`config.mk`:
```
export PLATFORM = sky130hd
export DESIGN_NAME = pvtsi_front
export DESIGN_NICKNAME = d
export VERILOG_FILES = /design/src/rtl/pvtsi_pkg.sv /design/src/rtl/pvtsi_front.sv
export SDC_FILE = /design/constraint.sdc
export NUM_CORES = 1
export LEC_CHECK = 0
export BUFFER_PORTS_ARGS = -buffer_cell sky130_fd_sc_hd__buf_2
export CORE_MARGIN = 3
export CORE_UTILIZATION = 50
export CTS_CLUSTER_SIZE = 24
export DETAILED_ROUTE_END_ITERATION = 10
export PLACE_DENSITY = 0.87
export SYNTH_ARGS = -nofsm -noshare
export SYNTH_HDL_FRONTEND = slang
export SYNTH_SLANG_ARGS = --single-unit
```
`constraint.sdc`:
```
create_clock -name clk -period 8.9 [get_ports clk]
set_input_delay 0.89 -clock clk [delete_from_list [all_inputs] [get_ports clk]]
set_output_delay 0.89 -clock clk [all_outputs]
set_load 0.02 [all_outputs]
```
`src/rtl/pvtsi_pkg.sv`:
```
// ----------------------------------------------------------------------------
// PVT setpoint interpolator package
// Shared types, widths and saturation helpers for the interpolator blocks.
// ----------------------------------------------------------------------------
package pvtsi_pkg;

  localparam int QUEUE_DEPTH_DEF = 64;
  localparam int TICKS_W         = 24;
  localparam int PVEL_W          = 32;
  localparam int PPOS_W          = 32;
  localparam int VEL_W           = 41;
  localparam int SLOPE_W         = 48;
  localparam int TICKCNT_W       = 32;
  localparam int PERIOD_W        = 32;
  localparam logic [PERIOD_W-1:0] TICK_PERIOD_RST = 32'd214748;
  localparam int POINT_W         = TICKS_W + PVEL_W + PPOS_W;
  localparam int FIFO_DEPTH      = 2;

  typedef enum logic [1:0] {
    OP_PUSH  = 2'd0,
    OP_TICK  = 2'd1,
    OP_GO    = 2'd2,
    OP_START = 2'd3
  } op_t;

  typedef struct packed {
    op_t                 op;
    logic [TICKS_W-1:0]  ticks;
    logic [PVEL_W-1:0]   velocity;
    logic [PPOS_W-1:0]   position;
  } item_t;

  typedef enum logic [3:0] {
    S_IDLE,
    S_GOLAT,
    S_CHK,
    S_LDRD,
    S_LDCV,
    S_DIV,
    S_TIME,
    S_MLO,
    S_MHI,
    S_VEL,
    S_TLO,
    S_THI,
    S_POS,
    S_OUT
  } state_t;

  localparam logic signed [79:0] MAX41 = 80'sd1099511627775;
  localparam logic signed [79:0] MIN41 = -80'sd1099511627776;

  function automatic logic signed [VEL_W-1:0] sat41(input logic signed [79:0] x);
    logic signed [VEL_W-1:0] r;
    if (x > MAX41) begin
      r = MAX41[VEL_W-1:0];
    end else if (x < MIN41) begin
      r = MIN41[VEL_W-1:0];
    end else begin
      r = x[VEL_W-1:0];
    end
    return r;
  endfunction

endpackage

```
`src/rtl/pvtsi_front.sv`:
```
// ----------------------------------------------------------------------------
// PVT interpolator front end
// Accepts input transactions, decodes the opcode and holds them in a short
// queue for the sequencer.
// ----------------------------------------------------------------------------
module pvtsi_front (
  input  logic                                  clk,
  input  logic                                  rst_n,
  input  logic                                  in_tvalid,
  output logic                                  in_tready,
  input  logic [pvtsi_pkg::POINT_W-1:0]         in_point,
  input  logic [1:0]                            in_opcode,
  output logic                                  item_valid,
  output pvtsi_pkg::item_t                      item,
  input  logic                                  item_pop
);

  pvtsi_pkg::item_t slot_r [pvtsi_pkg::FIFO_DEPTH];
  logic             wptr_r;
  logic             rptr_r;
  logic [1:0]       count_r;
  logic             push;
  logic             pop;
  pvtsi_pkg::item_t decoded;

  always_comb begin
    decoded.op       = pvtsi_pkg::op_t'(in_opcode);
    decoded.ticks    = in_point[pvtsi_pkg::TICKS_W-1:0];
    decoded.velocity = in_point[pvtsi_pkg::TICKS_W +: pvtsi_pkg::PVEL_W];
    decoded.position = in_point[pvtsi_pkg::TICKS_W + pvtsi_pkg::PVEL_W +: pvtsi_pkg::PPOS_W];
  end

  assign in_tready  = (count_r != 2'(pvtsi_pkg::FIFO_DEPTH));
  assign item_valid = (count_r != 2'd0);
  assign item       = slot_r[rptr_r];
  assign push       = in_tvalid && in_tready;
  assign pop        = item_pop && item_valid;

  always_ff @(posedge clk) begin
    if (push) begin
      slot_r[wptr_r] <= decoded;
    end
  end

  always_ff @(posedge clk) begin
    if (!rst_n) begin
      wptr_r  <= 1'b0;
      rptr_r  <= 1'b0;
      count_r <= 2'd0;
    end else begin
      if (push) begin
        wptr_r <= ~wptr_r;
      end
      if (pop) begin
        rptr_r <= ~rptr_r;
      end
      count_r <= count_r + 2'(push) - 2'(pop);
    end
  end

endmodule

```
---- Word-level counts from Yosys, hierarchy flattened ----
Memory sizes are Yosys's and may differ from the RTL's. A register that Yosys moved wholly into a read port is not among the register bits.
Cells that the tools add are included.
word-level totals
  bits in registers ....................... 4
  latch bits .............................. 0
  RAM bits ................................ 180
  memory bits (read-only) ................. 0
  bits of input ports ..................... 94
  output and inout bits ................... 92
  memories ................................ 1
operators by class
  $add $sub $neg .......................... 2
  multipliers ............................. 0
  div/mod/pow operators ................... 0
  magnitude comparators ................... 0
  equal/unequal tests ..................... 1
  shifts and indexed selects .............. 0
  multiplexer cells ....................... 4
  bitwise operators ....................... 2
  reduce and logical (&&, ||, !) cells .... 3
memory list
  name    words  width  read ports  clocked after Yosys merged registers in  write ports  RTL line           text
  slot_r  2      90     1           1                                        1            pvtsi_front.sv:18  pvtsi_pkg::item_t slot_r [pvtsi_pkg::FIFO_DEPTH];
operator list
  cell                  number
  $mux W1               4
  $add A2 B1 Y2         1
  $logic_and A1 B1 Y1   2
  $ne A2 B2 Y1 const B  1
  $not A1 Y1            2
  $reduce_bool A2 Y1    1
  $sub A2 B1 Y2         1

---- Depth between registers and ports, before layout ----
  depth after elaboration ................. 4
  depth in mapped cells ................... 8

---- Worst setup path before layout ----
OpenSTA, ideal clock, no wires.
  kind .................................... in2reg
  from .................................... in in_tvalid
  to ...................................... mem slot_r[0][0] (netlist bit), enable pin
  library setup time ...................... 0.539 ns
  arrival ................................. 4.740 ns
  setup slack ............................. 3.620 ns
  cell stages on the path ................. 2
  cell sequence ........................... nand2_1 > nor2_1
between the ends
  longest elaborated chain between the ends .. 3
RTL lines
  what                           RTL line           text
  start, declared                pvtsi_front.sv:9   input logic in_tvalid,
  $logic_and A1 B1 Y1            pvtsi_front.sv:36  assign push = in_tvalid && in_tready;
  $mux W1                        pvtsi_front.sv:40  if (push) begin
  $mux W1 (implied by the code)  pvtsi_front.sv:41  slot_r[wptr_r] <= decoded;
  end, declared                  pvtsi_front.sv:18
No other way between the ends.

==> metrics.md <==
| Metric | Value |
|---|---|
| Status | completed |
| Synthesized area per cell | 22.33 um2 |
| Pin count of the biggest net entering global routing | 91 |
| CTS Hold Buffers Added | 0 |
| GP Congestion | 0.7140 |
| First-pass GRT wire length | 18080 um |
| Final wirelength | 11970 um |
| Post-synth EDFFs | 180 |
| GRT Max-Usage Layer | met2 |
| Max Freq | 323.6 MHz |
| H-tree depth | 4 |
| Initial Util | 0.5251 |
| Met3 Resource Use GR | 0.06083 |
| Synth Area in Compound Gates | 0.001106 |
| Post-Synth XOR/XNOR Area | 0.003871 |
| Critical Path Source Type | flip-flop |
| Post-CTS setup buffer count | 0 |
| Total gr overflow | 0 |
| Psw | 0.7099 mW |
| Setup-failing EPs final | 0 |
| Synth area leader | edfxtp_1 |
| Sw Share | 0.2846 |
| TritonRoute pass-1 iters | 4 |
| Adder-cell share of the synthesized area | 0.003687 |
| Max cap viols | 0 |
| Layout cell share with drive strength beyond 1 | 0.6035 |
| Reg2reg path depth | 4 |
| Area grow syn2layout | 23.91% |
| Int Pwr | 1.785 mW |
| Root Driver | clkbuf_16 |
| Register area share after synthesis | 0.8111 |
| Hold path depth | 2 |
| CTS tree | yes |
| CORE AREA | 0.01293 mm2 |
| Tightest Hold Check Type | flip-flop to flip-flop |
| Number of port buffers | 185 |
| Crit Path Class | flip-flop to primary output |
| Mux contribution to synthesized area | 0.1508 |
| Vias per inst | 4.990 |
| CTS resizes | 0 |
| GR Layer Usage met1 | 0.1927 |
| Skew final | 6.407 ps |
| Syn Inst Count | 304 |
| Top delay family on crit path | flip-flops |
| Distinct cells, synth | 17 |
| Clock-pin slew on the worst setup and hold paths | 60 ps |
| Buffers and inverters on the worst path | 1 |
| Met2 global-route usage | 0.2683 |
| Vias in the first global route | 3562 |
| Setup_tns | 0 ps |
| CTS sink count | 185 |
| Post-route ant nets | 0 |
| Leakage | 3.131 nW |
| Total GRT Usage | 0.1618 |
| Clock insertion delay at the later pin of the skew report | 410 ps |
| Fin nets | 596 |
| Main synth FF type | edfxtp_1 |
| Synth area leaders | edfxtp_1, mux2_2, clkbuf_8 |
| PD cells | 296.6 mW/mm2 |
| Die area | 0.01501 mm2 |
| CP cell instances | mux2_2, buf_2 |
| Yosys reg bits | 185 |
| Max FO, Critical Path | 90 |
| Vias | 3413 |
| WP data arrival | 2200 ps |
| IO Count | 186 |
| Yosys top cell area share | 0.7963 |
| Largest vdd supply drop | 0.3661 mV |
| Final instance area | 0.008411 mm2 |
| Main combinational cell family by area after synthesis | multiplexers |
| Initial antenna violation count | 0 |
| Cell row count | 41 |
| Yosys warning total | 0 |
| Minimum clock period after layout | 3091 ps |
| Cts bufs inserted | 17 |
| Die span in y | 122.5 um |
| Slowest stage delay, CP | 1130 ps |
| Fraction of registers with async set/reset | 0 |
| Dpl hpwl | 7902 um |
| Placed Area | 0.007825 mm2 |
| Syn Nets | 400 |
| Maximum clock path buffer count | 2 |
| Slowest stage cell, crit path | dfxtp_4 |
| Slew Viols, Final | 0 |
| Worst path depth | 2 |
| Syn Std Cell Area | 0.006788 mm2 |
| Wire length per cell | 17.50 um |
| Hold Violations, Final | 0 |
| Logic pwr share | 0.233 |
| Worst slew margin | 0.2001 |
| RSZ-0062 raised after global routing | no |
| Clock power frac | 0.296 |
| Critical Path RT | 8010 ps |
| # diodes | 0 |
| Critical Path Sink Type | primary output |
| Flop pwr share | 0.471 |
| DR iter-0 viols | 207 |
| Final Cycle Share | 0.3473 |
| DRC violations left | 0 |
| Post-Synth Simple-Gate Area | 0.009032 |
| Slew at the pin closest to its max-slew limit | 1197 ps |
| Die W | 122.5 um |
==> cells by family (layout without fill, tap and decap cells) <==
group | Yosys count | in the layout
mux | 91 | 91
buf+inv | 11 | 219
xor+xnor | 3 | 3
simple gates | 11 | 11
fa+ha+maj | 2 | 2
flops | 185 | 185
compound gates | 1 | 1
==> layer usage <==
| layer | share of wire | up-vias |
|---|---|---|
| met2 | 0.51 | 122 |
| met4 | 0.015 | 0 |
| li1 | - | 1598 |
| met3 | 0.079 | 14 |
| met5 | 0 | - |
| met1 | 0.40 | 1679 |
==> power by group through the flow <==
stage / clock [mW] / sequential [mW] / combinational [mW]
finish: 0.738 / 1.17 / 0.582
CTS: 0.751 / 1.18 / 0.592
global route: 0.792 / 1.19 / 0.623
floorplan: 0 / 1.14 / 0.469
global placement: 0 / 1.18 / 0.579
detailed placement: 0 / 1.19 / 0.588
==> per-stage QoR <==
step           power [mW]  setup WS [ps]  utilization  hold WS (ps)  instances
2_1_floorplan       1.614           3620            -         454.9        304
6_report            2.495           5809       0.6506         543.3        684
4_1_cts             2.521           5770       0.6506         550.0        684
3_5_place_dp        1.783           5695       0.6053         538.4        653
5_1_grt             2.605           5673       0.6506         571.6        684
3_3_place_gp        1.763           5774       0.6053         505.7        653
==> synth_stat cells (2+ instances only) <==
master / n
ha_1: 2
and2_1: 2
nand2_1: 2
nand2b_1: 2
dfxtp_1: 5
xnor2_1: 3
clkbuf_8: 9
mux2_2: 90
edfxtp_1: 180
nor2b_1: 2
==> final timing paths <==
kind	from	end	slack, ps
worst max-delay path	flip-flop	item[36]	5810
worst min-delay path	rptr_r$_SDFFE_PN0P_	flip-flop	540
worst max register to register	count_r[0]$_SDFF_PN0_	slot_r[0][46]$_DFFE_PP_	6150
worst min register to register	rptr_r$_SDFFE_PN0P_	flip-flop	540
==> sequential cells by signal, indices dropped and copies added (netlist names), named ones only <==
register  count
rptr_r        1
count_r       2
slot_r      180
wptr_r        1
==> layout make-up <==
class / count / area, um2
Timing Repair Buffer: 187 / 940.9
Clock buffer: 20 / 436.7
Inverter: 1 / 3.754
Sequential cell: 185 / 5509
Multi-Input combinational cell: 108 / 1156
Fill cell: 908 / 4517
Clock inverter: 11 / 148.9
Tap cell: 172 / 215.2
==> tightest hold or removal path: cells and delay by family, from the launching register on <==
| kind | cells | cell delay, ps |
|---|---|---|
| flops | 1 | 320 |
| xor+xnor | 1 | 90 |
| simple gates | 1 | 100 |
==> layout by cell type, fill, tap and decap left out <==
| cell type | Yosys | routed |
|---|---|---|
| and2_1 | 2 | 2 |
| dfxtp_1 | 5 | 4 |
| bufinv_16 | 0 | 3 |
| nand2b_1 | 2 | 2 |
| ha_1 | 2 | 2 |
| clkinv_4 | 0 | 2 |
| nor2b_1 | 2 | 2 |
| nand2_1 | 2 | 2 |
| or2_2 | 1 | 1 |
| inv_6 | 0 | 1 |
| o21a_1 | 1 | 1 |
| clkinvlp_4 | 0 | 3 |
| clkinv_2 | 0 | 2 |
| edfxtp_1 | 180 | 180 |
| dfxtp_4 | 0 | 1 |
| mux2_2 | 90 | 90 |
| and3_4 | 0 | 1 |
| xnor2_1 | 3 | 3 |
| clkbuf_16 | 0 | 17 |
| mux2i_1 | 1 | 1 |
| buf_2 | 0 | 185 |
| clkbuf_1 | 0 | 3 |
| buf_4 | 0 | 2 |
| nor2_4 | 0 | 1 |
| inv_1 | 1 | 1 |
Note: power is estimated with default switching activity, not from simulation.
